===== src/design/lagov_pkg.sv =====
`default_nettype none
package lagov_pkg;

    localparam int CFG_INDEX_W = 3;
    localparam int CFG_DATA_W = 8;

    localparam logic [CFG_INDEX_W-1:0] REG_SF = 3'd0;
    localparam logic [CFG_INDEX_W-1:0] REG_BW = 3'd1;
    localparam logic [CFG_INDEX_W-1:0] REG_CR = 3'd2;
    localparam logic [CFG_INDEX_W-1:0] REG_DUTY = 3'd3;
    localparam logic [CFG_INDEX_W-1:0] REG_OTA = 3'd4;
    localparam logic [CFG_INDEX_W-1:0] REG_ANN = 3'd5;
    localparam logic [CFG_INDEX_W-1:0] REG_IDT = 3'd6;
    localparam logic [CFG_INDEX_W-1:0] REG_CAP = 3'd7;

    localparam logic [2:0] VERDICT_OK = 3'd0;
    localparam logic [2:0] VERDICT_SHORT = 3'd1;
    localparam logic [2:0] VERDICT_OTA = 3'd2;
    localparam logic [2:0] VERDICT_BUDGET = 3'd3;
    localparam logic [2:0] VERDICT_THROTTLE = 3'd4;

    localparam logic [7:0] OTA_FIRST = 8'hA0;
    localparam logic [7:0] OTA_LAST = 8'hA3;
    localparam int MIN_PACKET_BYTES = 22;
    localparam int FRAG_HDR_BYTES = 16;
    localparam int FIXED_QUARTERS = 81;
    localparam logic signed [20:0] BUCKET_LIMIT = 21'sd500000;
    localparam logic [47:0] ANNOUNCE_GAP_MS = 48'd30000;

    typedef struct packed {
        logic [3:0] sf;
        logic [1:0] bw;
        logic [3:0] cr;
        logic [5:0] duty;
        logic       ota;
        logic [7:0] ann;
        logic [7:0] idt;
        logic [7:0] cap;
    } cfg_t;

    typedef struct packed {
        logic [2:0]  verdict;
        logic        governed;
        logic        identity;
        logic [12:0] len;
        logic [63:0] sender;
        logic [47:0] now;
    } job_t;

    typedef enum logic [2:0] {
        ST_IDLE,
        ST_FRAG,
        ST_MUL,
        ST_ROUND,
        ST_REFILL,
        ST_SCAN,
        ST_DECIDE,
        ST_OUT
    } state_t;

endpackage
`default_nettype wire


===== src/design/lora_airtime_admission_governor_top.sv =====
`default_nettype none
// Judges one packet request at a time: a front stage checks length and type and
// queues up to two requests, and a back sequencer works out the time-on-air per
// fragment in the FRAG, MUL and ROUND states, refills and debits the credit bucket
// and walks the throttle table one entry a cycle. Announce and identity requests
// walk the table; other requests that reach the airtime stage skip the table walk,
// and short or OTA-blocked requests go straight from idle to the output state.
// The user must write configuration only while idle; the block does not enforce it.
module lora_airtime_admission_governor_top
    import lagov_pkg::*;
#(
    parameter int THROTTLE_ENTRIES = 8,
    parameter int MAX_PACKET_BYTES = 512,
    parameter int CHUNK_BYTES = 120
)
(
    input  wire logic                   clk,
    input  wire logic                   rst_n,
    input  wire logic                   cfg_write,
    input  wire logic [CFG_INDEX_W-1:0] cfg_index,
    input  wire logic [CFG_DATA_W-1:0]  cfg_data,
    input  wire logic                   in_valid,
    output logic                        in_stall,
    input  wire logic [9:0]             packet_length,
    input  wire logic [7:0]             packet_type,
    input  wire logic [63:0]            sender_id,
    input  wire logic [47:0]            now_ms,
    output logic                        out_valid,
    input  wire logic                   out_stall,
    output logic                        admitted,
    output logic [2:0]                  verdict,
    output logic [15:0]                 airtime_ms,
    output logic signed [19:0]          credit_left
);
    cfg_t cfg_reg;
    logic q_valid;
    logic q_pop;
    job_t q_job;

    always_ff @(posedge clk or negedge rst_n)
    begin
        if (!rst_n)
        begin
            cfg_reg.sf <= 4'd10;
            cfg_reg.bw <= 2'd0;
            cfg_reg.cr <= 4'd5;
            cfg_reg.duty <= 6'd25;
            cfg_reg.ota <= 1'b0;
            cfg_reg.ann <= 8'd1;
            cfg_reg.idt <= 8'd2;
            cfg_reg.cap <= 8'd3;
        end
        else if (cfg_write)
        begin
            unique case (cfg_index)
                REG_SF: cfg_reg.sf <= cfg_data[3:0];
                REG_BW: cfg_reg.bw <= cfg_data[1:0];
                REG_CR: cfg_reg.cr <= cfg_data[3:0];
                REG_DUTY: cfg_reg.duty <= cfg_data[5:0];
                REG_OTA: cfg_reg.ota <= cfg_data[0];
                REG_ANN: cfg_reg.ann <= cfg_data;
                REG_IDT: cfg_reg.idt <= cfg_data;
                REG_CAP: cfg_reg.cap <= cfg_data;
                default:
                begin
                end
            endcase
        end
    end

    lagov_front #(
        .MAX_PACKET_BYTES(MAX_PACKET_BYTES)
    ) u_front (
        .clk(clk),
        .rst_n(rst_n),
        .cfg(cfg_reg),
        .in_valid(in_valid),
        .in_stall(in_stall),
        .packet_length(packet_length),
        .packet_type(packet_type),
        .sender_id(sender_id),
        .now_ms(now_ms),
        .q_valid(q_valid),
        .q_pop(q_pop),
        .q_job(q_job)
    );

    lagov_back #(
        .THROTTLE_ENTRIES(THROTTLE_ENTRIES),
        .CHUNK_BYTES(CHUNK_BYTES)
    ) u_back (
        .clk(clk),
        .rst_n(rst_n),
        .cfg(cfg_reg),
        .q_valid(q_valid),
        .q_pop(q_pop),
        .q_job(q_job),
        .out_valid(out_valid),
        .out_stall(out_stall),
        .admitted(admitted),
        .verdict(verdict),
        .airtime_ms(airtime_ms),
        .credit_left(credit_left)
    );

`ifndef SYNTHESIS
    a_admit: assert property (@(posedge clk) disable iff (!rst_n)
        out_valid |-> (admitted == (verdict == VERDICT_OK)))
        else $error("admitted flag disagrees with verdict");
    a_blocked_air: assert property (@(posedge clk) disable iff (!rst_n)
        out_valid && (verdict == VERDICT_SHORT || verdict == VERDICT_OTA)
        |-> airtime_ms == 16'd0)
        else $error("refused request shows airtime");
    a_credit: assert property (@(posedge clk) disable iff (!rst_n)
        out_valid |-> (credit_left <= 20'sd500000 && credit_left >= -20'sd500000))
        else $error("credit out of range");
`endif
endmodule
`default_nettype wire


===== src/design/lagov_front.sv =====
`default_nettype none
module lagov_front
    import lagov_pkg::*;
#(
    parameter int MAX_PACKET_BYTES = 512
)
(
    input  wire logic        clk,
    input  wire logic        rst_n,
    input  wire cfg_t        cfg,
    input  wire logic        in_valid,
    output logic             in_stall,
    input  wire logic [9:0]  packet_length,
    input  wire logic [7:0]  packet_type,
    input  wire logic [63:0] sender_id,
    input  wire logic [47:0] now_ms,
    output logic             q_valid,
    input  wire logic        q_pop,
    output job_t             q_job
);
    localparam int DEPTH = 2;

    job_t        q_reg [DEPTH];
    job_t        q_next_job;
    logic [1:0]  cnt_reg;
    logic [1:0]  cnt_next;
    logic        wr_ptr_reg;
    logic        rd_ptr_reg;
    logic        push;
    logic [12:0] len_sat;
    logic        ident;

    assign in_stall = (cnt_reg == 2'(DEPTH));
    assign push = in_valid && !in_stall;
    assign q_valid = (cnt_reg != 2'd0);
    assign q_job = q_reg[rd_ptr_reg];

    always_comb
    begin
        len_sat = (13'(packet_length) > 13'(MAX_PACKET_BYTES)) ?
            13'(MAX_PACKET_BYTES) : 13'(packet_length);
        ident = (packet_type == cfg.ann) || (packet_type == cfg.idt);
        q_next_job.len = len_sat;
        q_next_job.sender = sender_id;
        q_next_job.now = now_ms;
        q_next_job.identity = ident;
        q_next_job.governed = ident || (packet_type == cfg.cap);
        if (len_sat < 13'(MIN_PACKET_BYTES))
        begin
            q_next_job.verdict = VERDICT_SHORT;
        end
        else if (packet_type >= OTA_FIRST && packet_type <= OTA_LAST && !cfg.ota)
        begin
            q_next_job.verdict = VERDICT_OTA;
        end
        else
        begin
            q_next_job.verdict = VERDICT_OK;
        end
        cnt_next = cnt_reg + 2'(push) - 2'(q_pop);
    end

    always_ff @(posedge clk)
    begin
        if (push)
        begin
            q_reg[wr_ptr_reg] <= q_next_job;
        end
    end

    always_ff @(posedge clk or negedge rst_n)
    begin
        if (!rst_n)
        begin
            cnt_reg <= 2'd0;
            wr_ptr_reg <= 1'b0;
            rd_ptr_reg <= 1'b0;
        end
        else
        begin
            cnt_reg <= cnt_next;
            if (push)
            begin
                wr_ptr_reg <= !wr_ptr_reg;
            end
            if (q_pop)
            begin
                rd_ptr_reg <= !rd_ptr_reg;
            end
        end
    end
endmodule
`default_nettype wire


===== src/design/lagov_back.sv =====
`default_nettype none
module lagov_back
    import lagov_pkg::*;
#(
    parameter int THROTTLE_ENTRIES = 8,
    parameter int CHUNK_BYTES = 120
)
(
    input  wire logic               clk,
    input  wire logic               rst_n,
    input  wire cfg_t               cfg,
    input  wire logic               q_valid,
    output logic                    q_pop,
    input  wire job_t               q_job,
    output logic                    out_valid,
    input  wire logic               out_stall,
    output logic                    admitted,
    output logic [2:0]              verdict,
    output logic [15:0]             airtime_ms,
    output logic signed [19:0]      credit_left
);
    localparam int IX_W = (THROTTLE_ENTRIES > 1) ? $clog2(THROTTLE_ENTRIES) : 1;
    localparam int CNT_W = $clog2(THROTTLE_ENTRIES + 1);

    state_t state_reg, state_next;
    job_t   job_reg;
    logic [12:0] rem_reg;
    logic [15:0] air_reg;
    logic [31:0] us_reg;
    logic [11:0] qtr_reg;
    logic signed [20:0] credit_reg;
    logic [47:0] last_reg;
    logic [THROTTLE_ENTRIES-1:0] ovalid_reg;
    logic [63:0] otag_reg [THROTTLE_ENTRIES];
    logic [47:0] otime_reg [THROTTLE_ENTRIES];
    logic [CNT_W-1:0] scan_reg;
    logic        match_f_reg, free_f_reg;
    logic [IX_W-1:0] match_reg, free_reg, oldest_reg;
    logic [2:0]  vout_reg;
    logic [15:0] aout_reg;
    logic        ovalid_out_reg;
    logic [2:0]  vres_reg;
    logic signed [19:0] cout_reg;

    logic [3:0] sf;
    logic [1:0] bs;
    logic [3:0] cr;
    logic       de;
    logic [3:0] dsym;
    logic [12:0] chunk;
    logic [13:0] num;
    logic [5:0]  den;
    logic [13:0] num_up;
    logic [9:0]  nsym_m;
    logic [11:0] recip;
    logic [21:0] nsym_prod;
    logic [13:0] nsym_div;
    logic [11:0] quarters;
    logic [24:0] us_round;
    logic [44:0] ms_prod;
    logic [15:0] frame;
    logic [16:0] air_sum;
    logic [47:0] delta;
    logic [53:0] refill;
    logic signed [21:0] cr_sum;
    logic signed [23:0] cost;
    logic signed [23:0] debit;
    logic [IX_W-1:0] six;
    logic [IX_W-1:0] pick;
    logic        hit;

    always_comb
    begin
        sf = (cfg.sf < 4'd7) ? 4'd7 : ((cfg.sf > 4'd12) ? 4'd12 : cfg.sf);
        bs = (cfg.bw > 2'd2) ? 2'd2 : cfg.bw;
        cr = (cfg.cr < 4'd5) ? 4'd5 : ((cfg.cr > 4'd8) ? 4'd8 : cfg.cr);
        de = ((sf >= 4'd11) && (bs == 2'd0)) || ((sf >= 4'd12) && (bs == 2'd1));
        dsym = sf - (de ? 4'd2 : 4'd0);
        chunk = (rem_reg < 13'(CHUNK_BYTES)) ? rem_reg : 13'(CHUNK_BYTES);
        num = 14'(8 * (32'(chunk) + FRAG_HDR_BYTES) + 44);
        num = (num > 14'(4 * sf)) ? num - 14'(4 * sf) : 14'd0;
        den = {dsym, 2'b00};
        num_up = num + 14'(den) - 14'd1;
        nsym_m = num_up[11:2];
        // The symbol divisor is 7..12 here, so a 12-bit reciprocal scaled by 2^14 is exact.
        case (dsym)
            4'd7: recip = 12'd2341;
            4'd8: recip = 12'd2048;
            4'd9: recip = 12'd1821;
            4'd10: recip = 12'd1639;
            4'd11: recip = 12'd1490;
            default: recip = 12'd1366;
        endcase
        nsym_prod = 22'(nsym_m) * 22'(recip);
        nsym_div = 14'(nsym_prod[21:14]);
        quarters = 12'(FIXED_QUARTERS + 4 * 32'(nsym_div) * 32'(cr));
        us_round = 25'(us_reg + 32'd500);
        ms_prod = 45'(us_round[24:3]) * 45'(23'd4294968);
        frame = ms_prod[44:29];
        air_sum = 17'(air_reg) + 17'(frame);
        delta = job_reg.now - last_reg;
        refill = 54'(delta) * 54'(cfg.duty);
        cr_sum = 22'(credit_reg) +
            ((refill > 54'd1000000) ? 22'sd1000000 : 22'(refill));
        cost = 24'(air_reg) * 24'sd100;
        debit = 24'(credit_reg) - cost;
        six = IX_W'(scan_reg);
        pick = match_f_reg ? match_reg : (free_f_reg ? free_reg : oldest_reg);
        hit = match_f_reg &&
            ((job_reg.now - otime_reg[match_reg]) < ANNOUNCE_GAP_MS);
    end

    always_comb
    begin
        state_next = state_reg;
        unique case (state_reg)
            ST_IDLE:
                if (q_valid)
                begin
                    state_next = (q_job.verdict == VERDICT_OK) ? ST_FRAG : ST_OUT;
                end
            ST_FRAG:
                state_next = (rem_reg == 13'd0) ? ST_REFILL : ST_MUL;
            ST_MUL:
                state_next = ST_ROUND;
            ST_ROUND:
                state_next = ST_FRAG;
            ST_REFILL:
                state_next = (job_reg.governed && job_reg.identity) ? ST_SCAN : ST_DECIDE;
            ST_SCAN:
                if (scan_reg == CNT_W'(THROTTLE_ENTRIES - 1))
                begin
                    state_next = ST_DECIDE;
                end
            ST_DECIDE:
                state_next = ST_OUT;
            ST_OUT:
                if (!(ovalid_out_reg && out_stall))
                begin
                    state_next = ST_IDLE;
                end
            default:
                state_next = ST_IDLE;
        endcase
    end

    always_comb
    begin
        q_pop = (state_reg == ST_IDLE) && q_valid;
        out_valid = ovalid_out_reg;
        verdict = vres_reg;
        admitted = (vres_reg == VERDICT_OK);
        airtime_ms = aout_reg;
        credit_left = cout_reg;
    end

    always_ff @(posedge clk)
    begin
        unique case (state_reg)
            ST_IDLE:
                if (q_valid)
                begin
                    job_reg <= q_job;
                    rem_reg <= q_job.len;
                    air_reg <= 16'd0;
                end
            ST_FRAG:
                qtr_reg <= quarters;
            ST_MUL:
            begin
                unique case (bs)
                    2'd0: us_reg <= 32'(qtr_reg) << (sf + 4'd1);
                    2'd1: us_reg <= 32'(qtr_reg) << sf;
                    default: us_reg <= 32'(qtr_reg) << (sf - 4'd1);
                endcase
                rem_reg <= rem_reg - chunk;
            end
            ST_ROUND:
                air_reg <= air_sum[16] ? 16'hFFFF : air_sum[15:0];
            default:
            begin
            end
        endcase
    end

    always_ff @(posedge clk or negedge rst_n)
    begin
        if (!rst_n)
        begin
            state_reg <= ST_IDLE;
            credit_reg <= BUCKET_LIMIT;
            last_reg <= 48'd0;
            ovalid_reg <= '0;
            for (int i = 0; i < THROTTLE_ENTRIES; i++)
            begin
                otime_reg[i] <= 48'd0;
            end
            scan_reg <= '0;
            match_f_reg <= 1'b0;
            free_f_reg <= 1'b0;
            match_reg <= '0;
            free_reg <= '0;
            oldest_reg <= '0;
            vout_reg <= VERDICT_OK;
            aout_reg <= 16'd0;
            ovalid_out_reg <= 1'b0;
            vres_reg <= VERDICT_OK;
            cout_reg <= 20'sd0;
        end
        else
        begin
            state_reg <= state_next;
            if (state_reg == ST_OUT && !(ovalid_out_reg && out_stall))
            begin
                ovalid_out_reg <= 1'b1;
            end
            else if (ovalid_out_reg && !out_stall)
            begin
                ovalid_out_reg <= 1'b0;
            end
            unique case (state_reg)
                ST_IDLE:
                begin
                    scan_reg <= '0;
                    match_f_reg <= 1'b0;
                    free_f_reg <= 1'b0;
                    oldest_reg <= '0;
                    if (q_valid)
                    begin
                        vout_reg <= q_job.verdict;
                    end
                end
                ST_REFILL:
                begin
                    credit_reg <= (cr_sum > 22'(BUCKET_LIMIT)) ?
                        BUCKET_LIMIT : 21'(cr_sum);
                    last_reg <= job_reg.now;
                end
                ST_SCAN:
                begin
                    scan_reg <= scan_reg + 1'b1;
                    if (ovalid_reg[six] && otag_reg[six] == job_reg.sender)
                    begin
                        match_f_reg <= 1'b1;
                        match_reg <= six;
                    end
                    else if (!ovalid_reg[six] && !free_f_reg)
                    begin
                        free_f_reg <= 1'b1;
                        free_reg <= six;
                    end
                    if (otime_reg[six] < otime_reg[oldest_reg])
                    begin
                        oldest_reg <= six;
                    end
                end
                ST_DECIDE:
                begin
                    if (job_reg.governed && (24'(credit_reg) < cost))
                    begin
                        vout_reg <= VERDICT_BUDGET;
                    end
                    else if (job_reg.governed && job_reg.identity && hit)
                    begin
                        vout_reg <= VERDICT_THROTTLE;
                    end
                    else
                    begin
                        if (job_reg.governed && job_reg.identity)
                        begin
                            ovalid_reg[pick] <= 1'b1;
                            otime_reg[pick] <= job_reg.now;
                        end
                        credit_reg <= (debit < -24'(BUCKET_LIMIT)) ?
                            -BUCKET_LIMIT : 21'(debit);
                    end
                end
                ST_OUT:
                    if (!(ovalid_out_reg && out_stall))
                    begin
                        vres_reg <= vout_reg;
                        cout_reg <= 20'(credit_reg);
                        aout_reg <= (vout_reg == VERDICT_SHORT ||
                            vout_reg == VERDICT_OTA) ? 16'd0 : air_reg;
                    end
                default:
                begin
                end
            endcase
        end
    end

    always_ff @(posedge clk)
    begin
        if (state_reg == ST_DECIDE && job_reg.governed && job_reg.identity &&
            !(24'(credit_reg) < cost) && !hit && !match_f_reg)
        begin
            otag_reg[pick] <= job_reg.sender;
        end
    end
endmodule
`default_nettype wire

===== config.mk =====
export PLATFORM = sky130hd
export DESIGN_NAME = lora_airtime_admission_governor_top
export DESIGN_NICKNAME = d
export VERILOG_FILES = /design/src/design/lagov_pkg.sv /design/src/design/lora_airtime_admission_governor_top.sv /design/src/design/lagov_front.sv /design/src/design/lagov_back.sv
export SDC_FILE = /design/constraint.sdc
export NUM_CORES = 2
export LEC_CHECK = 0
export ABC_AREA = 1
export BUFFER_PORTS_ARGS = -buffer_cell sky130_fd_sc_hd__buf_4
export CORE_MARGIN = 2
export CORE_UTILIZATION = 25
export CTS_BUF_LIST = sky130_fd_sc_hd__clkbuf_4 sky130_fd_sc_hd__clkbuf_8
export DETAILED_ROUTE_END_ITERATION = 12
export SLEW_MARGIN = 20
export SYNTH_ARGS = -nofsm -noshare
export SYNTH_HDL_FRONTEND = slang
export SYNTH_SLANG_ARGS = --single-unit

===== constraint.sdc =====
create_clock -name clk -period 16.2 [get_ports clk]
set_input_delay 2.43 -clock clk [delete_from_list [all_inputs] [get_ports clk]]
set_output_delay 2.43 -clock clk [all_outputs]
set_load 0.03 [all_outputs]

==> key figures <==
Run status
  – Status: finished with violations
  – Failing checks: capacitance limit, slew limit

Cells and area
  – Max reg flops: 512
  – Most common cell after layout, fill and taps aside: nand2_1
  – Area added between synthesis and finish: 12.2%
  – Nets: 12,800
  – Share of layout cells above drive strength 1: 7.64%
  – Most frequent cells in the layout: 2,249 x nand2_1, 1,453 x o21ai_0, 1,385 x inv_1
  – Final cell utilization of the core: 28.1%
  – # fillers: 42,500

STA
  – Minimum clock period: 13,530 ps
  – Count of pins over their slew limit: 1
  – Setup violators final: 0
  – Max Freq: 73.9 MHz
  – Final Hold Vio Count: 0
  – Tightest Pin Transition: 1480 ps
  – RSZ-0062 raised after global routing: no
  – Clk_skew: 117 ps
  – Worst slew margin relative to its limit: -1.69%
  – Post-route clock period utilization: 83.5%
  – Setup TNS: 0 ps

Critical path
  – CP Max Fanout: 8
  – Class of the most critical setup path: reg -> reg
  – Reg2reg setup slack: 2670 ps
  – Worst R2R Start: u_back.rem_reg[7]
  – CP endpoint kind: register
  – R2R Path End: u_back.qtr_reg[11]
  – Worst path slowest cell: xor2_1
  – CP arrival: 14,230 ps
  – CP required: 16,900 ps
  – Slowest stage delay, CP: 580 ps
  – Startpoint Class: register
  – Path depth of the worst reg2reg path: 63

Floorplanning
  – Num rows: 232
  – Die width: 636 µm
  – Chip height: 636 µm
  – Starting density of the core: 25.1%
  – I/O Pins: 188
  – Die area: 405,000 µm²
  – CORE AREA: 399,000 µm²

Routing
  – 1st-iter DRT viols: 7,817
  – Vias per cell: 4.76
  – Vias: 81,400
  – DRC: 0
  – Pre-antenna DRT Iters: 8
  – Routed Antenna Nets: 0
  – Final WL: 307 mm
  – WL/cell: 18.0 µm

Synthesis
  – Synth Warn #: 0
  – Synth top area share: 28.3%
  – Synth unique cells: 74
  – Area contributors post-synth: edfxtp_1 28%, dfrtp_1 14%, nand2_1 8.5%, fa_1 7.8%, ha_1 7.3%
  – Avg Inst Size Synth: 8.62 µm²
  – Cells after Synth: 11,600
  – EDFF count, synth: 940
  – Register area share after synthesis: 42.5%
  – Area leader, netlist: edfxtp_1
  – Cell Area, Synth: 99,900 µm²
  – Asr flop ratio synth: 37.6%
  – #FFs+latches synth: 1,507
  – Main synth FF type: edfxtp_1

Placed design
  – Detail Placement HPWL: 212 mm
  – RD Place Congestion: 0.964
  – I/O Buffers: 187

Global route
  – First-pass GRT wire length: 470 mm
  – Initial antenna violation count: 25
  – Vias in the first global route: 78,200
  – Largest net degree at the start of global routing: 186
  – Total GRT Usage: 14.7%
  – Congestion Overflow GR: 0

Clock tree
  – CTS clk-pin slew, worst paths: 70 ps
  – Post_cts resized: 0
  – Worst skew pair latency: 980 ps
  – CTS tree: yes
  – Root Driver: clkbuf_8
  – # hold bufs at CTS: 0
  – CTS max path bufs: 4
  – Post-CTS setup buffers: 0
  – Num Clock Sinks: 1,507
  – CTS H-tree depth: 5
  – CTS buffer count: 266

Worst hold path
  – WHS Endpoint: u_back.job_reg[74]
  – Worst Hold Class: reg -> reg
  – Hold Startpoint: u_front.q_reg[0][74]
  – Hold Crit Depth: 2

Run
  – MaxCap Viol Count: 1
==> worst max-delay path by stage <==
stage | cells past startpoint | slack, ps | end | start
floorplan | 63 | 4060 | u_back.qtr_reg[11] | u_back.rem_reg[7]
detailed placement | 63 | 2730 | u_back.qtr_reg[11] | u_back.rem_reg[7]
global placement | 63 | 2690 | u_back.qtr_reg[11] | u_back.rem_reg[7]
finish | 63 | 2670 | u_back.qtr_reg[11] | u_back.rem_reg[7]
CTS | 63 | 2660 | u_back.qtr_reg[11] | u_back.rem_reg[7]
global route | 63 | 1390 | u_back.qtr_reg[11] | u_back.rem_reg[10]
==> logic make-up (layout without fill, tap and decap cells) <==
logic type / count (synthesis) / count (layout) / synth area share, %
other: 2 / 9 / 0.00752
AND/OR/NAND/NOR: 3946 / 3946 / 16.2
XOR/XNOR: 266 / 266 / 2.33
adder cells (fa/ha/maj): 974 / 974 / 15.1
buffers and inverters: 1931 / 2164 / 7.55
multiplexers: 16 / 16 / 0.160
AO/OA/AOI/OAI: 2947 / 2947 / 16.1
flip-flops: 1507 / 1507 / 42.5
==> layout make-up <==
cell class                      instances  area [µm²]  area share, %
Tap cell                             5265        6590           5.88
Sequential cell                      1507       42500           37.9
Inverter                             1403        5290           4.72
Clock inverter                         70         547          0.488
Clock buffer                          384        4740           4.23
Multi-Input combinational cell       8153       50000           44.6
Timing Repair Buffer                  307        2410           2.15
Antenna cell                            5        12.5         0.0112
==> cells in the mapped netlist (9+ instances only) <==
cell	instances
a221oi_1	9
nand3_1	459
o211ai_1	161
nor3_1	71
nor2_2	10
a31oi_1	106
inv_1	1386
o31ai_1	12
o221ai_1	77
o21ai_1	257
nand2_1	2249
xnor2_1	104
buf_1	38
a211oi_1	20
dfstp_2	18
nand4_1	64
o21bai_1	21
xor2_1	162
o22ai_1	57
nand3b_1	19
nor2_1	936
inv_2	13
nor4_1	28
dfrtp_1	549
mux2i_1	16
or2_2	53
a21oi_1	695
fa_1	389
nand2_2	19
edfxtp_1	940
clkbuf_1	436
o21ai_0	1454
ha_1	585
a21o_1	13
buf_6	35
o21a_1	23
==> metal layers <==
| layer | GRT usage, % | part of all wire [%] | vias up |
|---|---|---|---|
| li1 | - | - | 39200 |
| met1 | 21.7 | 47 | 38900 |
| met2 | 21.8 | 42 | 2775 |
| met3 | 2.83 | 8.0 | 426 |
| met4 | 3.89 | 2.5 | 20 |
| met5 | 0 | 0.040 | - |
==> metrics by stage <==
step	instances	hold WS [ps]	cell area, µm²	worst slack (ps)
detailed placement	16600	438	107000	2730
global placement	16600	436	107000	2690
global route	17100	450	112000	1390
floorplan	11600	423	99900	4060
CTS	17100	441	112000	2660
finish	17100	413	112000	2670
==> critical path, delay by kind of cell, from the launching register on <==
| family | cells | cell delay (ps) |
|---|---|---|
| compound gates | 11 | 1890 |
| xor+xnor | 5 | 1350 |
| fa+ha+maj | 13 | 5700 |
| buf+inv | 12 | 900 |
| flops | 1 | 430 |
| simple gates | 22 | 3030 |
Power is left out: the tool's default activity adds up to more than one toggle a clock period on the data nets, which glitch-free logic cannot reach.
